File: src/design/wsm_pkg.sv
// ----------------------------------------------------------------------------
// wsm_pkg
// Shared types, constants and time helpers for the weekly schedule matcher.
// ----------------------------------------------------------------------------
package wsm_pkg;

    // field widths
    localparam int OP_W     = 2;
    localparam int SLOT_W   = 3;
    localparam int DAYS_W   = 7;
    localparam int DAY_W    = 3;
    localparam int HOUR_W   = 5;
    localparam int MINUTE_W = 6;
    localparam int MASK_W   = 8;
    localparam int THR_W    = 10;
    localparam int POS_W    = 14;
    localparam int COUNT_W  = 6;

    // calendar constants
    localparam int MIN_PER_HOUR = 60;
    localparam int HOUR_PER_DAY = 24;
    localparam int DAY_PER_WEEK = 7;
    localparam int MIN_PER_DAY  = 1440;
    localparam int MIN_PER_WEEK = 10080;

    // reset value of the backward threshold
    localparam logic [THR_W-1:0] THR_RESET = THR_W'(10);

    // replay results beyond this count are dropped
    localparam int MAX_REPLAY_RES = 56;

    // default table depth
    localparam int ENTRY_COUNT_DEF = 8;

    typedef enum logic [OP_W-1:0] {
        OP_LOAD = 2'd0,
        OP_TICK = 2'd1,
        OP_SET  = 2'd2
    } t_op;

    typedef enum logic [2:0] {
        ST_IDLE,
        ST_SET_POS,
        ST_SET_CMP,
        ST_STEP,
        ST_SCAN,
        ST_EMIT,
        ST_FINAL
    } t_state;

    typedef struct packed {
        logic [DAY_W-1:0]    day;
        logic [HOUR_W-1:0]   hour;
        logic [MINUTE_W-1:0] minute;
    } t_time;

    typedef struct packed {
        logic [DAYS_W-1:0]   days;
        logic [HOUR_W-1:0]   hour;
        logic [MINUTE_W-1:0] minute;
    } t_entry;

    typedef struct packed {
        logic [MASK_W-1:0]   match_mask;
        t_time               at;
        logic                last;
    } t_result;

    // one minute forward with minute, hour and day wrap
    function automatic t_time advance_minute(input t_time t);
        t_time r;
        r = t;
        if (32'(t.minute) >= MIN_PER_HOUR - 1) begin
            r.minute = '0;
            if (32'(t.hour) >= HOUR_PER_DAY - 1) begin
                r.hour = '0;
                if (32'(t.day) >= DAY_PER_WEEK - 1) begin
                    r.day = '0;
                end else begin
                    r.day = t.day + DAY_W'(1);
                end
            end else begin
                r.hour = t.hour + HOUR_W'(1);
            end
        end else begin
            r.minute = t.minute + MINUTE_W'(1);
        end
        return r;
    endfunction

    // minute of the week
    function automatic logic [POS_W-1:0] week_pos(input t_time t);
        return POS_W'(t.day) * POS_W'(MIN_PER_DAY)
             + POS_W'(t.hour) * POS_W'(MIN_PER_HOUR)
             + POS_W'(t.minute);
    endfunction

endpackage

File: src/design/wsm_sched_mem.sv
// ----------------------------------------------------------------------------
// wsm_sched_mem
// Schedule table memory: one write port, one read port with registered data.
// Per-entry valid bits make unwritten entries read as all zero.
// ----------------------------------------------------------------------------
module wsm_sched_mem #(
    parameter int ENTRY_COUNT = wsm_pkg::ENTRY_COUNT_DEF,
    localparam int IdxW = (ENTRY_COUNT > 1) ? $clog2(ENTRY_COUNT) : 1
) (
    input  logic              i_clk,
    input  logic              i_rst_n,
    input  logic              i_wr_en,
    input  logic [IdxW-1:0]   i_wr_addr,
    input  wsm_pkg::t_entry   i_wr_data,
    input  logic              i_rd_en,
    input  logic [IdxW-1:0]   i_rd_addr,
    output wsm_pkg::t_entry   o_rd_data
);

    wsm_pkg::t_entry r_mem [ENTRY_COUNT];
    logic [ENTRY_COUNT-1:0] r_valid;
    wsm_pkg::t_entry r_rd_data;
    logic r_rd_valid;

    // storage array
    always_ff @(posedge i_clk) begin
        if (i_wr_en) begin
            r_mem[i_wr_addr] <= i_wr_data;
        end
        if (i_rd_en) begin
            r_rd_data <= r_mem[i_rd_addr];
        end
    end

    // valid bits, cleared at reset
    always_ff @(posedge i_clk) begin
        if (!i_rst_n) begin
            r_valid    <= '0;
            r_rd_valid <= 1'b0;
        end else begin
            if (i_wr_en) begin
                r_valid[i_wr_addr] <= 1'b1;
            end
            if (i_rd_en) begin
                r_rd_valid <= r_valid[i_rd_addr];
            end
        end
    end

    // unwritten entry reads as zero
    assign o_rd_data = r_rd_valid ? r_rd_data : '0;

endmodule

File: src/design/wsm_out_reg.sv
// ----------------------------------------------------------------------------
// wsm_out_reg
// Single result register on the output channel; decouples the sequencer
// from a stalled receiver.
// ----------------------------------------------------------------------------
module wsm_out_reg (
    input  logic              i_clk,
    input  logic              i_rst_n,
    input  logic              i_push,
    input  wsm_pkg::t_result  i_data,
    output logic              o_free,
    output logic              o_valid,
    output wsm_pkg::t_result  o_data,
    input  logic              i_ready
);

    logic             r_valid;
    wsm_pkg::t_result r_data;

    // free when empty or the held result transfers this cycle
    assign o_free = !r_valid || i_ready;

    // valid flag
    always_ff @(posedge i_clk) begin
        if (!i_rst_n) begin
            r_valid <= 1'b0;
        end else if (i_push) begin
            r_valid <= 1'b1;
        end else if (i_ready) begin
            r_valid <= 1'b0;
        end
    end

    // payload
    always_ff @(posedge i_clk) begin
        if (i_push) begin
            r_data <= i_data;
        end
    end

    assign o_valid = r_valid;
    assign o_data  = r_data;

endmodule

File: src/design/weekly_schedule_matcher_top.sv
// ----------------------------------------------------------------------------
// weekly_schedule_matcher_top
// Week clock with a schedule table; reports matching entries per minute.
// ----------------------------------------------------------------------------
// Usage:
//   input channel (i_valid/o_ready) carries one command: load entry, minute
//   tick or set clock. o_ready is high only while the sequencer is idle.
//   output channel (o_valid/i_ready) carries results; last marks the final
//   result of a command. config channel (i_cfg_valid/o_cfg_ready) writes the
//   backward threshold and is always ready; write it only when idle.
// Timing:
//   a load gives no result. each stepped minute is bound by the one read
//   port of the table memory, which is scanned one entry per cycle. a set
//   either sets the clock directly or replays minute by minute up to the
//   target. the first result appears in the cycle after it is computed,
//   from the output register.
// Reset:
//   synchronous; clock goes to day 0 00:00, all entries read as empty,
//   threshold returns to 10. no clearing pass is needed.
// Stall:
//   a held result blocks the next result; the sequencer waits, nothing drops.
// ----------------------------------------------------------------------------
module weekly_schedule_matcher_top #(
    parameter int ENTRY_COUNT = wsm_pkg::ENTRY_COUNT_DEF
) (
    input  logic                           i_clk,
    input  logic                           i_rst_n,
    // command channel
    input  logic                           i_valid,
    output logic                           o_ready,
    input  logic [wsm_pkg::OP_W-1:0]       i_operation,
    input  logic [wsm_pkg::SLOT_W-1:0]     i_entry_slot,
    input  logic [wsm_pkg::DAYS_W-1:0]     i_entry_days,
    input  logic [wsm_pkg::HOUR_W-1:0]     i_entry_hour,
    input  logic [wsm_pkg::MINUTE_W-1:0]   i_entry_minute,
    input  logic [wsm_pkg::DAY_W-1:0]      i_new_day,
    input  logic [wsm_pkg::HOUR_W-1:0]     i_new_hour,
    input  logic [wsm_pkg::MINUTE_W-1:0]   i_new_minute,
    // result channel
    output logic                           o_valid,
    input  logic                           i_ready,
    output logic [wsm_pkg::MASK_W-1:0]     o_match_mask,
    output logic [wsm_pkg::DAY_W-1:0]      o_at_day,
    output logic [wsm_pkg::HOUR_W-1:0]     o_at_hour,
    output logic [wsm_pkg::MINUTE_W-1:0]   o_at_minute,
    output logic                           o_last,
    // config channel
    input  logic                           i_cfg_valid,
    output logic                           o_cfg_ready,
    input  logic [wsm_pkg::THR_W-1:0]      i_cfg_data
);

    localparam int IdxW = (ENTRY_COUNT > 1) ? $clog2(ENTRY_COUNT) : 1;

    wsm_pkg::t_state r_state, n_state;
    wsm_pkg::t_time  r_clock, n_clock;
    wsm_pkg::t_time  r_target, n_target;
    logic [wsm_pkg::POS_W-1:0]   r_now_pos, n_now_pos;
    logic [wsm_pkg::POS_W-1:0]   r_tgt_pos, n_tgt_pos;
    logic [wsm_pkg::MASK_W-1:0]  r_mask, n_mask;
    logic [IdxW-1:0]             r_scan_idx, n_scan_idx;
    logic [wsm_pkg::COUNT_W-1:0] r_count, n_count;
    logic                        r_is_tick, n_is_tick;
    logic [wsm_pkg::THR_W-1:0]   r_threshold;

    logic             in_fire;
    logic             mem_wr_en;
    wsm_pkg::t_entry  mem_wr_data;
    logic             mem_rd_en;
    logic [IdxW-1:0]  mem_rd_addr;
    wsm_pkg::t_entry  mem_rd_data;
    logic             out_push;
    logic             out_free;
    wsm_pkg::t_result out_data;
    wsm_pkg::t_result out_q;
    logic             entry_hit;
    logic             push_needed;
    logic [wsm_pkg::POS_W-1:0] behind;

    assign in_fire = i_valid && o_ready;
    assign o_ready = (r_state == wsm_pkg::ST_IDLE);

    // threshold register
    assign o_cfg_ready = 1'b1;
    always_ff @(posedge i_clk) begin
        if (!i_rst_n) begin
            r_threshold <= wsm_pkg::THR_RESET;
        end else if (i_cfg_valid && o_cfg_ready) begin
            r_threshold <= i_cfg_data;
        end
    end

    // schedule table write on a load transfer
    assign mem_wr_en = in_fire
                    && (wsm_pkg::t_op'(i_operation) == wsm_pkg::OP_LOAD)
                    && (32'(i_entry_slot) < ENTRY_COUNT);
    assign mem_wr_data = '{days: i_entry_days, hour: i_entry_hour, minute: i_entry_minute};

    wsm_sched_mem #(
        .ENTRY_COUNT (ENTRY_COUNT)
    ) u_sched_mem (
        .i_clk     (i_clk),
        .i_rst_n   (i_rst_n),
        .i_wr_en   (mem_wr_en),
        .i_wr_addr (IdxW'(i_entry_slot)),
        .i_wr_data (mem_wr_data),
        .i_rd_en   (mem_rd_en),
        .i_rd_addr (mem_rd_addr),
        .o_rd_data (mem_rd_data)
    );

    // entry compare against the current minute
    assign entry_hit = mem_rd_data.days[r_clock.day]
                    && (mem_rd_data.hour == r_clock.hour)
                    && (mem_rd_data.minute == r_clock.minute);

    // distance behind, with weekly wrap
    assign behind = (r_now_pos >= r_tgt_pos)
                  ? (r_now_pos - r_tgt_pos)
                  : (r_now_pos + wsm_pkg::POS_W'(wsm_pkg::MIN_PER_WEEK) - r_tgt_pos);

    assign push_needed = r_is_tick
                      || ((r_mask != '0) && (32'(r_count) < wsm_pkg::MAX_REPLAY_RES));

    // sequencer state registers
    always_ff @(posedge i_clk) begin
        if (!i_rst_n) begin
            r_state    <= wsm_pkg::ST_IDLE;
            r_clock    <= '0;
            r_count    <= '0;
            r_is_tick  <= 1'b0;
            r_scan_idx <= '0;
        end else begin
            r_state    <= n_state;
            r_clock    <= n_clock;
            r_count    <= n_count;
            r_is_tick  <= n_is_tick;
            r_scan_idx <= n_scan_idx;
        end
    end

    // sequencer working values
    always_ff @(posedge i_clk) begin
        r_target  <= n_target;
        r_now_pos <= n_now_pos;
        r_tgt_pos <= n_tgt_pos;
        r_mask    <= n_mask;
    end

    // sequencer next state and outputs
    always_comb begin
        n_state     = r_state;
        n_clock     = r_clock;
        n_target    = r_target;
        n_now_pos   = r_now_pos;
        n_tgt_pos   = r_tgt_pos;
        n_mask      = r_mask;
        n_scan_idx  = r_scan_idx;
        n_count     = r_count;
        n_is_tick   = r_is_tick;
        mem_rd_en   = 1'b0;
        mem_rd_addr = '0;
        out_push    = 1'b0;
        out_data    = '{match_mask: r_mask, at: r_clock, last: r_is_tick};

        case (r_state)
            wsm_pkg::ST_IDLE: begin
                if (in_fire) begin
                    case (wsm_pkg::t_op'(i_operation))
                        wsm_pkg::OP_TICK: begin
                            n_is_tick = 1'b1;
                            n_state   = wsm_pkg::ST_STEP;
                        end
                        wsm_pkg::OP_SET: begin
                            n_is_tick = 1'b0;
                            n_target.day = (32'(i_new_day) > wsm_pkg::DAY_PER_WEEK - 1)
                                ? wsm_pkg::DAY_W'(wsm_pkg::DAY_PER_WEEK - 1) : i_new_day;
                            n_target.hour = (32'(i_new_hour) > wsm_pkg::HOUR_PER_DAY - 1)
                                ? wsm_pkg::HOUR_W'(wsm_pkg::HOUR_PER_DAY - 1) : i_new_hour;
                            n_target.minute = (32'(i_new_minute) > wsm_pkg::MIN_PER_HOUR - 1)
                                ? wsm_pkg::MINUTE_W'(wsm_pkg::MIN_PER_HOUR - 1)
                                : i_new_minute;
                            n_state = wsm_pkg::ST_SET_POS;
                        end
                        default: begin
                            n_state = wsm_pkg::ST_IDLE;
                        end
                    endcase
                end
            end
            // minute-of-week positions
            wsm_pkg::ST_SET_POS: begin
                n_now_pos = wsm_pkg::week_pos(r_clock);
                n_tgt_pos = wsm_pkg::week_pos(r_target);
                n_state   = wsm_pkg::ST_SET_CMP;
            end
            // direct set or replay
            wsm_pkg::ST_SET_CMP: begin
                if (behind < wsm_pkg::POS_W'(r_threshold)) begin
                    n_clock = r_target;
                    n_state = wsm_pkg::ST_FINAL;
                end else begin
                    n_count = '0;
                    n_state = wsm_pkg::ST_STEP;
                end
            end
            // advance one minute and start the table scan
            wsm_pkg::ST_STEP: begin
                n_clock     = wsm_pkg::advance_minute(r_clock);
                mem_rd_en   = 1'b1;
                mem_rd_addr = '0;
                n_scan_idx  = '0;
                n_mask      = '0;
                n_state     = wsm_pkg::ST_SCAN;
            end
            // one entry per cycle, next read issued ahead
            wsm_pkg::ST_SCAN: begin
                for (int b = 0; b < wsm_pkg::MASK_W; b++) begin
                    if (entry_hit && (32'(r_scan_idx) == b)) begin
                        n_mask[b] = 1'b1;
                    end
                end
                if (32'(r_scan_idx) >= ENTRY_COUNT - 1) begin
                    n_state = wsm_pkg::ST_EMIT;
                end else begin
                    mem_rd_en   = 1'b1;
                    mem_rd_addr = r_scan_idx + IdxW'(1);
                    n_scan_idx  = r_scan_idx + IdxW'(1);
                end
            end
            // report the minute if needed, then continue or finish
            wsm_pkg::ST_EMIT: begin
                if (!push_needed || out_free) begin
                    out_push = push_needed;
                    if (push_needed && !r_is_tick) begin
                        n_count = r_count + wsm_pkg::COUNT_W'(1);
                    end
                    if (r_is_tick) begin
                        n_state = wsm_pkg::ST_IDLE;
                    end else if (r_clock == r_target) begin
                        n_state = wsm_pkg::ST_FINAL;
                    end else begin
                        n_state = wsm_pkg::ST_STEP;
                    end
                end
            end
            // final time result of a set
            wsm_pkg::ST_FINAL: begin
                out_data = '{match_mask: '0, at: r_clock, last: 1'b1};
                if (out_free) begin
                    out_push = 1'b1;
                    n_state  = wsm_pkg::ST_IDLE;
                end
            end
            default: begin
                n_state = wsm_pkg::ST_IDLE;
            end
        endcase
    end

    wsm_out_reg u_out_reg (
        .i_clk   (i_clk),
        .i_rst_n (i_rst_n),
        .i_push  (out_push),
        .i_data  (out_data),
        .o_free  (out_free),
        .o_valid (o_valid),
        .o_data  (out_q),
        .i_ready (i_ready)
    );

    assign o_match_mask = out_q.match_mask;
    assign o_at_day     = out_q.at.day;
    assign o_at_hour    = out_q.at.hour;
    assign o_at_minute  = out_q.at.minute;
    assign o_last       = out_q.last;

`ifndef SYNTH
    // week clock stays within its calendar range
    a_clock_range: assert property (@(posedge i_clk) disable iff (!i_rst_n)
        (32'(r_clock.minute) < wsm_pkg::MIN_PER_HOUR)
        && (32'(r_clock.hour) < wsm_pkg::HOUR_PER_DAY)
        && (32'(r_clock.day) < wsm_pkg::DAY_PER_WEEK))
        else $error("week clock out of range");

    // replay result count never passes its cap
    a_count_cap: assert property (@(posedge i_clk) disable iff (!i_rst_n)
        32'(r_count) <= wsm_pkg::MAX_REPLAY_RES)
        else $error("replay result count over cap");

    // a result is only loaded into a free output register
    a_push_free: assert property (@(posedge i_clk) disable iff (!i_rst_n)
        out_push |-> out_free)
        else $error("result pushed into a full output register");

    // new commands only enter while idle
    a_accept_idle: assert property (@(posedge i_clk) disable iff (!i_rst_n)
        in_fire |-> (r_state == wsm_pkg::ST_IDLE))
        else $error("command accepted while busy");
`endif

endmodule
File: config.mk
export PLATFORM = sky130hd
export DESIGN_NAME = weekly_schedule_matcher_top
export DESIGN_NICKNAME = d
export VERILOG_FILES = /design/src/design/wsm_pkg.sv /design/src/design/wsm_sched_mem.sv /design/src/design/wsm_out_reg.sv /design/src/design/weekly_schedule_matcher_top.sv
export SDC_FILE = /design/constraint.sdc
export NUM_CORES = 1
export LEC_CHECK = 0
export BUFFER_PORTS_ARGS = -buffer_cell sky130_fd_sc_hd__buf_2
export CAP_MARGIN = 40
export CORE_UTILIZATION = 50
export CTS_CLUSTER_DIAMETER = 30
export DETAILED_ROUTE_END_ITERATION = 10
export PLACE_DENSITY = 0.67
export SLEW_MARGIN = 20
export SYNTH_ARGS = -nofsm -noshare
export SYNTH_HDL_FRONTEND = slang
export SYNTH_SLANG_ARGS = --single-unit
File: constraint.sdc
create_clock -name i_clk -period 5.55 [get_ports i_clk]
set_input_delay 0.555 -clock i_clk [delete_from_list [all_inputs] [get_ports i_clk]]
set_output_delay 0.555 -clock i_clk [all_outputs]
set_load 0.05 [all_outputs]
* Word level (Yosys, flattened, before mapping)
Memory sizes are Yosys's and may differ from the RTL's. A register that Yosys moved wholly into a read port is not among the register bits.
Index checks and enable logic that the tools add are counted.
W data, S select, Z words.
** Word-level totals
- Register bits after elaboration :: 120
- Memory bits (writable) :: 144
- Input port bits :: 52
- Output and inout port bits :: 26
- Word-level logic and storage cells :: 194
- Memories kept :: 1
** Memories
- u_sched_mem.r_mem :: words 8, bits a word 18, read ports 1, clocked after memory_dff 1, wr ports 1, RTL line wsm_sched_mem.sv:20 : wsm_pkg::t_entry r_mem [ENTRY_COUNT];
** Operators by class
- Add/sub/neg operators :: 12
- Multiply operators :: 4
- Order comparisons :: 14
- Eq/ne operators :: 36
- Muxes and demuxes :: 51
- Bitwise logic cells :: 1
- Reduce and logical (&&, ||, !) cells :: 46
** Operators by type and width (count)
- $mux W3 :: 12
- $ne A2 B2 Y1 const B :: 17
- $add A14 B11 Y14 :: 2
- $add A14 B6 Y14 :: 2
- $mux W14 :: 2
- $pmux W14 S2 :: 1
- $sub A14 B14 Y14 :: 2
- $mux W6 :: 4
- $eq A3 B3 Y1 const B :: 7
- $pmux W3 S7 :: 1
- $reduce_and A2 Y1 :: 10
- $mul A3 B6 Y9 const B :: 2
- $mul A5 B4 Y9 const B :: 2
- $mux W1 :: 18
- $mux W18 :: 1
- $pmux W8 S2 :: 1
- $logic_and A1 B1 Y1 :: 15
- $add A14 B14 Y14 const B :: 1
- $eq A14 B14 Y1 :: 1
- $ge A14 B14 Y1 :: 1
- $lt A14 B10 Y1 :: 1
- $add A6 B1 Y6 const B :: 2
- $eq A3 B2 Y1 const B :: 4
- $lt A3 B4 Y1 const B :: 3
- other kinds (33) :: 52

* Logic depth before layout (Yosys ltp)
Gate-level depths: netlist (run 1).
- Word-level depth :: 8
- Gate-level depth with buffers :: 22
- Gate-level depth less buffers :: 21

* By module
From an unflattened synthesis (run 1), not the netlist that was laid out.
** Unflattened totals
- Cell total of the unflattened synthesis :: 1233
- Area total of the unflattened synthesis :: 15740.1 µm²
** Modules (own cells, without submodules)
- weekly_schedule_matcher_top :: times used 1, cells each 922, area each 8408.1 µm², sequential area each 2242.2 µm²
- wsm_sched_mem :: times used 1, cells each 284, area each 6592.6 µm², sequential area each 5044.8 µm²
- wsm_out_reg :: times used 1, cells each 27, area each 739.5 µm², sequential area each 710.7 µm²

* Worst setup path after synthesis (run 1)
No wires, ideal clock.
- Path type :: register to register
- Start :: register r_target[6] (netlist name)
- End :: register r_tgt_pos[13] (netlist name), data pin
- Library setup time :: 259 ps
- Data arrival time :: 4093 ps
- Required time :: 5291 ps
- Path slack :: 1198 ps
- Stages on the path, launching flop included :: 18
- Path buffers :: 0
- Period minus slack after synthesis :: 4352 ps
- Cells stage by stage :: edfxtp_1 fa_1 fa_1 fa_1 inv_1 fa_1 inv_1 ha_1 a21o_1 a21oi_1 nor2b_1 o21ai_0 nand2_1 a21oi_1 o21ba_2 nor2b_1 o21ai_0 xnor2_1
** Between the ends
- Longest elaborated chain between the ends :: 3
** RTL lines
- start, declared :: RTL line weekly_schedule_matcher_top.sv:57 : wsm_pkg::t_time r_target, n_target;
- start signal, assigned :: RTL line weekly_schedule_matcher_top.sv:144 : r_target <= n_target;
- $mul A5 B4 Y9 :: RTL line wsm_pkg.sv:94 : + POS_W'(t.hour) * POS_W'(MIN_PER_HOUR)
- $add A14 B11 Y14 :: RTL line wsm_pkg.sv:94
- $add A14 B6 Y14 :: RTL line wsm_pkg.sv:95 : + POS_W'(t.minute);
- end signal, assigned :: RTL line weekly_schedule_matcher_top.sv:146 : r_tgt_pos <= n_tgt_pos;
- end, declared :: RTL line weekly_schedule_matcher_top.sv:59 : logic [wsm_pkg::POS_W-1:0] r_tgt_pos, n_tgt_pos;
Every way passes these cells.
A chain may end at the register's enable or synchronous reset.

* Worst setup path after layout (run 1)
- Start :: register r_now_pos[1] (netlist name)
- End :: register r_clock[13] (netlist name)
** Between the ends
- Longest elaborated chain between the ends :: 6
- Elaborated cells between the ends (all ways) :: 8
- Classes of those cells :: 3 x add/sub; 2 x order compare; 1 x eq/ne; 1 x mux; 1 x reduce/logical
** RTL lines
- start, declared :: RTL line weekly_schedule_matcher_top.sv:58 : logic [wsm_pkg::POS_W-1:0] r_now_pos, n_now_pos;
- start signal, assigned :: RTL line weekly_schedule_matcher_top.sv:145 : r_now_pos <= n_now_pos;
- $add A14 B14 Y14 :: RTL line weekly_schedule_matcher_top.sv:120 : : (r_now_pos + wsm_pkg::POS_W'(wsm_pkg::MIN_PER_WEEK) - r_tgt_pos);
- $sub A14 B14 Y14 :: RTL line weekly_schedule_matcher_top.sv:120
- $mux W14 (*) :: RTL line weekly_schedule_matcher_top.sv:119 : ? (r_now_pos - r_tgt_pos)
- $lt A14 B10 Y1 (*) :: RTL line weekly_schedule_matcher_top.sv:199 : if (behind < wsm_pkg::POS_W'(r_threshold)) begin
- $ne A2 B2 Y1 (no line) (*)
- $reduce_and A4 Y1 (no line) (*)
- end signal, assigned :: RTL line weekly_schedule_matcher_top.sv:135 : r_clock <= n_clock;
- end, declared :: RTL line weekly_schedule_matcher_top.sv:56 : wsm_pkg::t_time r_clock, n_clock;
Mark *: on every way between the ends. The rest lies on a longest branch, timed or not.

==> out/metrics.cfg, run 1 <==
[cells_and_area]
utilization_pct=60.6
layout.nets=1655
area_growth_pct=17.9
antenna_cells=0
multi_input_area_um2=6800
drive_above_1_share_pct=15.8
fillers=2406
regArea_um2=8000
stdcell_area_um2=18200

[global_routing]
first_global_vias=10220
grtUsageMet2_pct=37.8
grt_pass1_wl_mm=52.2
grt_overflow=0
grt-busiest-layer=met2
grt_use_met3_pct=3.66
antenna_found_initial=0
grtUsageTotal_pct=21.4
grtUsageMet1_pct=26.5
grt_max_degree=39

[sta]
timing.final.max_slew_violations=0
fin_setup_tns_ps=0
rsz0062_at_grt=no
final.setup_skew_ps=60.1
relSlewSlack_pct=50.9
setup_viol=0
hold_viol=0
tightest_slew_ps=730
min_period_ps=4840
min_period_over_period_pct=87.3
fmax_mhz=206

[yosys]
syn_avg_cell_area_um2=11.4
yosys.area_share.simple_pct=11.4
netlist.area_leader.share_pct=45.8
synth-compound-area-share_pct=10.0
synth.area.top_cells=edfxtp_1, ha_1, dfxtp_1
synth-seq-cells=282
synth_warnings=0
yosys.area_share.xor_xnor_pct=4.66
synth_edf_count=235
synthArstFlopShare_pct=0
synthAdderAreaFrac_pct=14.0
synth_nets=1554
syn_inst=1347
ys.flop_type=edfxtp_1
syn-cell-area_um2=15400
synth.distinct_cells=73
yosysTopAreaCell=edfxtp_1
yosysSeqAreaShare_pct=51.9
muxShareOfSynthArea_pct=3.83
synth_top_family_by_area=adder cells

[power_and_ir_drop]
p_switching_mw=2.06
pwr-share-seq_pct=34.9
pwr-share-clk_pct=44.4
p_leak_nw=7.27
ir_worst_vdd_mv=0.354
pwr_density_cell_nw_per_um2=393
internal_power_mw=5.08
power_frac_comb_pct=20.6
p_sw_share_pct=28.9

[clock_network]
cts_resized=0
ctsHoldBuffers=0
insertion_delay_ps=590
post_cts_buffers=0
clk_path_buf_depth=3
numCtsBuffers=55
htree_levels=2
path_clk_slew_ps=50
cts_tree=built
ctsRootBufferMaster=clkbuf_16
clock-sinks=282

[route]
wire_per_inst_um=17.5
antenna_left=0
dr.pass1.iters=5
routed_wirelength_mm=33.0
route.detailed.drc=0
via_per_inst=5.52
via_count=10394
drt_iter0_drc=648

[floorplanning]
fp.dieW_um=178
rows=63
die_area_um2=31500
coreArea_um2=30000
die_y_um=178
ios=78
initial_core_util_pct=51.4

[worst_setup_path]
start_kind=register
arrival_ps=5250
path_class=reg2reg
crit_path_max_incr_delay_ps=440
crit_top_cell=ha_1
critPathRequiredTime_ps=5950
critPathSlowestCell=fa_1
path_cells=ha_1 -> ha_1 -> fa_1 -> a41oi_1 -> o21ai_1 -> a21o_1 -> o21ai_0 -> nand2b_1 -> xnor2_1 -> o21ai_0 -> ha_1 -> and4_1 -> nand2_1 -> o211ai_1 -> nor3_1 -> inv_1 -> o21ai_2 -> nand3b_1 -> mux2i_1
cp-end-kind=register
path_max_fanout=12
path_buf_inv=1
cp_top_family=compound AO/OA/AOI/OAI gates

[outcome]
run_status=finished, final reports clean

[placed_design]
dpl_cell_area_um2=16300
gp_congestion=0.902
dpl.hpwl_mm=22.9
port_buffers=76

[min_path]
hold_path.class=in2reg

[flow_run]
max_cap_violations=0

-- layer usage --
layer / routed length [um] / share of wire [%]
met5: 0 / 0
met2: 16300 / 49
met3: 1820 / 5.5
met4: 859 / 2.6
met1: 14000 / 42
-- power by group through the flow --
stage / combinational, mW / sequential (mW) / clock [mW]
final: 1.47 / 2.49 / 3.17
after global routing: 1.65 / 2.50 / 3.32
after CTS: 1.48 / 2.49 / 3.22
after detailed placement: 1.47 / 2.53 / 0
after global placement: 1.44 / 2.53 / 0
after floorplan: 1.15 / 2.50 / 0
-- cell usage in the layout, fill, tap and decap left out, drive strengths merged, types with 6 or more instances in the layout --
cell,count
a21oi,52
and3,6
ha,127
xnor2,59
nor2,87
nand2b,15
o21ai,74
edfxtp,235
a211oi,10
a31oi,12
and2,11
o211ai,7
nand2,176
fa,28
nor3,21
clkinv,23
buf,96
nand4,11
mux2i,14
clkbuf,63
xor2,23
a22oi,7
o21bai,9
mux4,20
a21o,17
clkinvlp,8
nand3,33
inv,122
dfxtp,47
nor2b,9
-- through the flow --
stage | cells | power [mW] | setup slack, ps | hold WS, ps
after floorplan | 1347 | 3.65 | 1200 | 431
after global routing | 1884 | 7.48 | 323 | 157
final | 1884 | 7.14 | 705 | 168
after CTS | 1882 | 7.19 | 709 | 148
after detailed placement | 1779 | 4.00 | 790 | 460
after global placement | 1777 | 3.97 | 937 | 445
-- worst paths after layout --
check                                 startpoint                             endpoint  slack (ps)  cells past startpoint
max reg2reg               r_now_pos[1]$_DFFE_PP_             r_clock[13]$_SDFFE_PN0P_         710                     19
min                                 i_new_day[1]           r_target[12]$_SDFFCE_PN1P_         170                      1
min reg2reg  u_sched_mem.r_valid[7]$_SDFFE_PN0P_  u_sched_mem.r_valid[7]$_SDFFE_PN0P_         470                      2
max                       r_now_pos[1]$_DFFE_PP_             r_clock[13]$_SDFFE_PN0P_         710                     19
-- cell type report --
class / instances / share of cell area, %
well taps: 390 / 2.69
inverters: 116 / 2.40
multi-input cells: 897 / 37.5
clock buffers: 63 / 7.98
flip-flops and latches: 282 / 44.0
repair buffers: 96 / 3.23
clock inverters: 40 / 2.20
-- synthesized netlist by cell type, types with 9 or more instances --
master and n:
edfxtp_1 235, nand2_1 175, ha_1 127, inv_1 116, nor2_1 87, o21ai_0 71
xnor2_1 59, a21oi_1 52, dfxtp_1 47, clkbuf_1 45, nand3_1 33, fa_1 28
xor2_1 23, nor3_1 21, mux4_2 20, a21o_1 17, nand2b_1 15, mux2i_1 14
a31oi_1 12, and2_1 11, nand4_1 11, nor2b_1 9, o21bai_1 9
-- sequential cells by signal (all words and copies together), names as in the netlist, 3 cells and up --
| name | cells |
|---|---|
| r_clock | 14 |
| r_count | 6 |
| r_mask | 8 |
| r_now_pos | 14 |
| r_scan_idx | 3 |
| r_state | 3 |
| r_target | 14 |
| r_tgt_pos | 14 |
| r_threshold | 10 |
| u_out_reg.o_data | 23 |
| u_sched_mem.r_mem | 144 |
| u_sched_mem.r_rd_data | 18 |
| u_sched_mem.r_valid | 8 |
-- cell families after synthesis --
| family | count (synthesis) |
|---|---|
| compound gates | 234 |
| xor+xnor | 82 |
| fa+ha+maj | 155 |
| buf+inv | 168 |
| flops | 282 |
| mux | 34 |
| other cells | 1 |
| simple gates | 391 |
(Power assumes the default switching activity.)
==> run 2: changes to the inputs <==
--- a/config.mk
+++ b/config.mk
@@ -5,6 +5,7 @@
 export SDC_FILE = /design/constraint.sdc
 export NUM_CORES = 1
 export LEC_CHECK = 0
+export ABC_AREA = 1
 export BUFFER_PORTS_ARGS = -buffer_cell sky130_fd_sc_hd__buf_2
 export CAP_MARGIN = 40
 export CORE_UTILIZATION = 50
==> run 2 against run 1 <==
Against the previous run: the run now ends with DRC left; core utilization down 0.53 points; sequential cell count unchanged; clock skew down 45 ps; synthesized area up 2.6%; clock power up 3%; largest cell class unchanged; highest routed layer unchanged.
==> out/metrics.cfg, run 2 <==
[route]
route.detailed.drc=12  ; +12
via_count=11261  ; +8.3%
antenna_left=0  ; unchanged
dr.pass1.iters=8  ; +3
routed_wirelength_mm=35.5  ; +7.5%
wire_per_inst_um=17.0  ; -2.9%
via_per_inst=5.40  ; -2.1%
drt_iter0_drc=768  ; +19%

[worst_setup_path]
start_kind=register
path_class=reg2reg
path_max_fanout=11  ; -1
arrival_ps=5040  ; -210 ps
crit_path_max_incr_delay_ps=620  ; +180 ps
cp-end-kind=register
cp_top_family=adder cells
path_buf_inv=2  ; +1
path_cells=fa_1 -> fa_1 -> inv_1 -> fa_1 -> fa_1 -> inv_1 -> ha_1 -> a21o_1 -> a31oi_1 -> o21ai_0 -> a21o_1 -> a21oi_1 -> nor2_1 -> o21ai_0 -> nand2_1 -> xor2_1
ff2ff_setup_slack_ps=810  ; +100 ps
critPathSlowestCell=dfxtp_1
crit_top_cell=fa_1
critPathRequiredTime_ps=5850  ; -100 ps

[floorplanning]
rows=64  ; +1.6%
ios=78  ; unchanged
fp.dieW_um=180  ; +1.3%
die_area_um2=32300  ; +2.5%
die_y_um=180  ; +1.3%
initial_core_util_pct=51.2  ; -0.18 points
coreArea_um2=30800  ; +2.9%

[yosys]
synth_common_cells=edfxtp_1, inv_1, nand2_1, ha_1, nor2_1
yosysSeqAreaShare_pct=50.6  ; -1.3 points
ys.flop_type=edfxtp_1
synth.most_common_cell=edfxtp_1
synth_warnings=0  ; unchanged
synth_nets=1742  ; +12%
yosysTopAreaCell=edfxtp_1
synth.area.top_cells=edfxtp_1, ha_1, dfxtp_1
synthArstFlopShare_pct=0  ; unchanged
synth.distinct_cells=57  ; -22%
syn-cell-area_um2=15800  ; +2.6%
syn_avg_cell_area_um2=10.3  ; -10%
syn_inst=1535  ; +14%
netlist.area_leader.share_pct=44.7  ; -1.1 points
synth_edf_count=235  ; unchanged
synth-seq-cells=282  ; unchanged

[global_routing]
grtUsageTotal_pct=22.3  ; +0.82 points
antenna_found_initial=1  ; +1
grt_overflow=0  ; unchanged
first_global_vias=11067  ; +8.3%
grt_max_degree=50  ; +28%
grt_pass1_wl_mm=56.9  ; +8.9%

[power_and_ir_drop]
total_power_mw=8.07  ; +13%
p_leak_nw=7.93  ; +9.0%
ir_worst_vdd_mv=0.276  ; -22%
pwr_density_cell_nw_per_um2=436  ; +11%

[sta]
fmax_mhz=211  ; +2.2%
relSlewSlack_pct=47.4  ; -3.5 points
rsz0062_at_grt=no
hold_viol=0  ; unchanged
setup_viol=0  ; unchanged
fin_setup_tns_ps=0  ; unchanged
min_period_over_period_pct=85.5  ; -1.8 points
min_period_ps=4740  ; -102 ps
tightest_slew_ps=789  ; +58.4 ps
final.setup_skew_ps=15.0  ; -45.1 ps
timing.final.max_slew_violations=0  ; unchanged

[cells_and_area]
regArea_um2=8000  ; unchanged
final_common_cell=edfxtp_1
layout.nets=1848  ; +12%
drive_above_1_share_pct=16.0  ; +0.25 points
final_cells=2086  ; +11%
multi_input_area_um2=6760  ; -0.63%
area_growth_pct=17.2
largest_reg_flops=144  ; unchanged
top_register=u_sched_mem.r_mem
fillers=2532  ; +5.2%
stdcell_area_um2=18500  ; +2.0%
utilization_pct=60.1  ; -0.53 points
mostFrequentLayoutCells=edfxtp_1, inv_1, nand2_1

[clock_network]
numCtsBuffers=56  ; +1.8%
ctsHoldBuffers=0  ; unchanged
cts_resized=0  ; unchanged
cts_tree=built
clock-sinks=282  ; unchanged
ctsRootBufferMaster=clkbuf_16
post_cts_buffers=0  ; unchanged
insertion_delay_ps=570  ; -20 ps
clk_path_buf_depth=3  ; unchanged
path_clk_slew_ps=50  ; about the same
htree_levels=2  ; unchanged

[placed_design]
dpl_cell_area_um2=16600  ; +2.3%
place_inst=1978  ; +11%
port_buffers=76  ; unchanged
gp_congestion=0.951  ; +5.4%
dpl.hpwl_mm=24.8  ; +8.1%

[min_path]
hold_path.class=in2reg

[outcome]
violations=DRC
run_status=finished, violations left

[flow_run]
max_cap_violations=0  ; unchanged

## run 2: routing by layer
metal	track usage (%)	part of all wire [%]	vias up
met5	0	0	-
met4	8.24	2.8	0
met2	39.0	50	309
met3	3.71	5.0	64
li1	-	-	5539
met1	27.5	42	5349
## run 2: through the flow
step                      worst slack (ps)  hold WS (ps)
after floorplan                       1180           435
after global placement                 945           450
after detailed placement               826           460
after CTS                              820           158
after global routing                   469           170
final                                  807           186
## run 2: report_power, final
part | switching [mW] | leakage (nW) | internal [mW]
clock network | 1.11 | 0.913 | 2.14
logic | 1.40 | 4.49 | 0.841
registers | 0.110 | 2.53 | 2.47
total | 2.62 | 7.93 | 5.45
## run 2: kinds of logic (layout without fill, tap and decap cells)
group | count (synthesis) | count (layout) | synth area share [%]
fa+ha+maj | 155 | 155 | 13.6
buf+inv | 272 | 426 | 6.79
flops | 282 | 282 | 50.6
mux | 1 | 1 | 0.0634
compound gates | 270 | 270 | 11.1
simple gates | 486 | 486 | 14.1
other cells | 1 | 2 | 0.0237
xor+xnor | 68 | 68 | 3.77
## run 2: layout make-up
cell class / count / share of cell area, %
multi-input cells: 981 / 36.5
inverters: 223 / 4.53
well taps: 396 / 2.67
repair buffers: 97 / 2.99
clock inverters: 39 / 2.17
diodes: 1 / 0.0135
flip-flops and latches: 282 / 43.2
clock buffers: 67 / 7.96
## run 2: path summary, 6_finish.rpt
| path | startpoint | to | cells past startpoint |
|---|---|---|---|
| setup / recovery | r_clock[8]$_SDFFE_PN0P_ | r_now_pos[12]$_DFFE_PP_ | 16 |
| hold / removal | i_new_day[1] | r_target[12]$_SDFFCE_PN1P_ | 1 |
| setup reg to reg | r_clock[8]$_SDFFE_PN0P_ | r_now_pos[12]$_DFFE_PP_ | 16 |
| hold reg to reg | u_sched_mem.r_valid[6]$_SDFFE_PN0P_ | u_sched_mem.r_valid[6]$_SDFFE_PN0P_ | 2 |
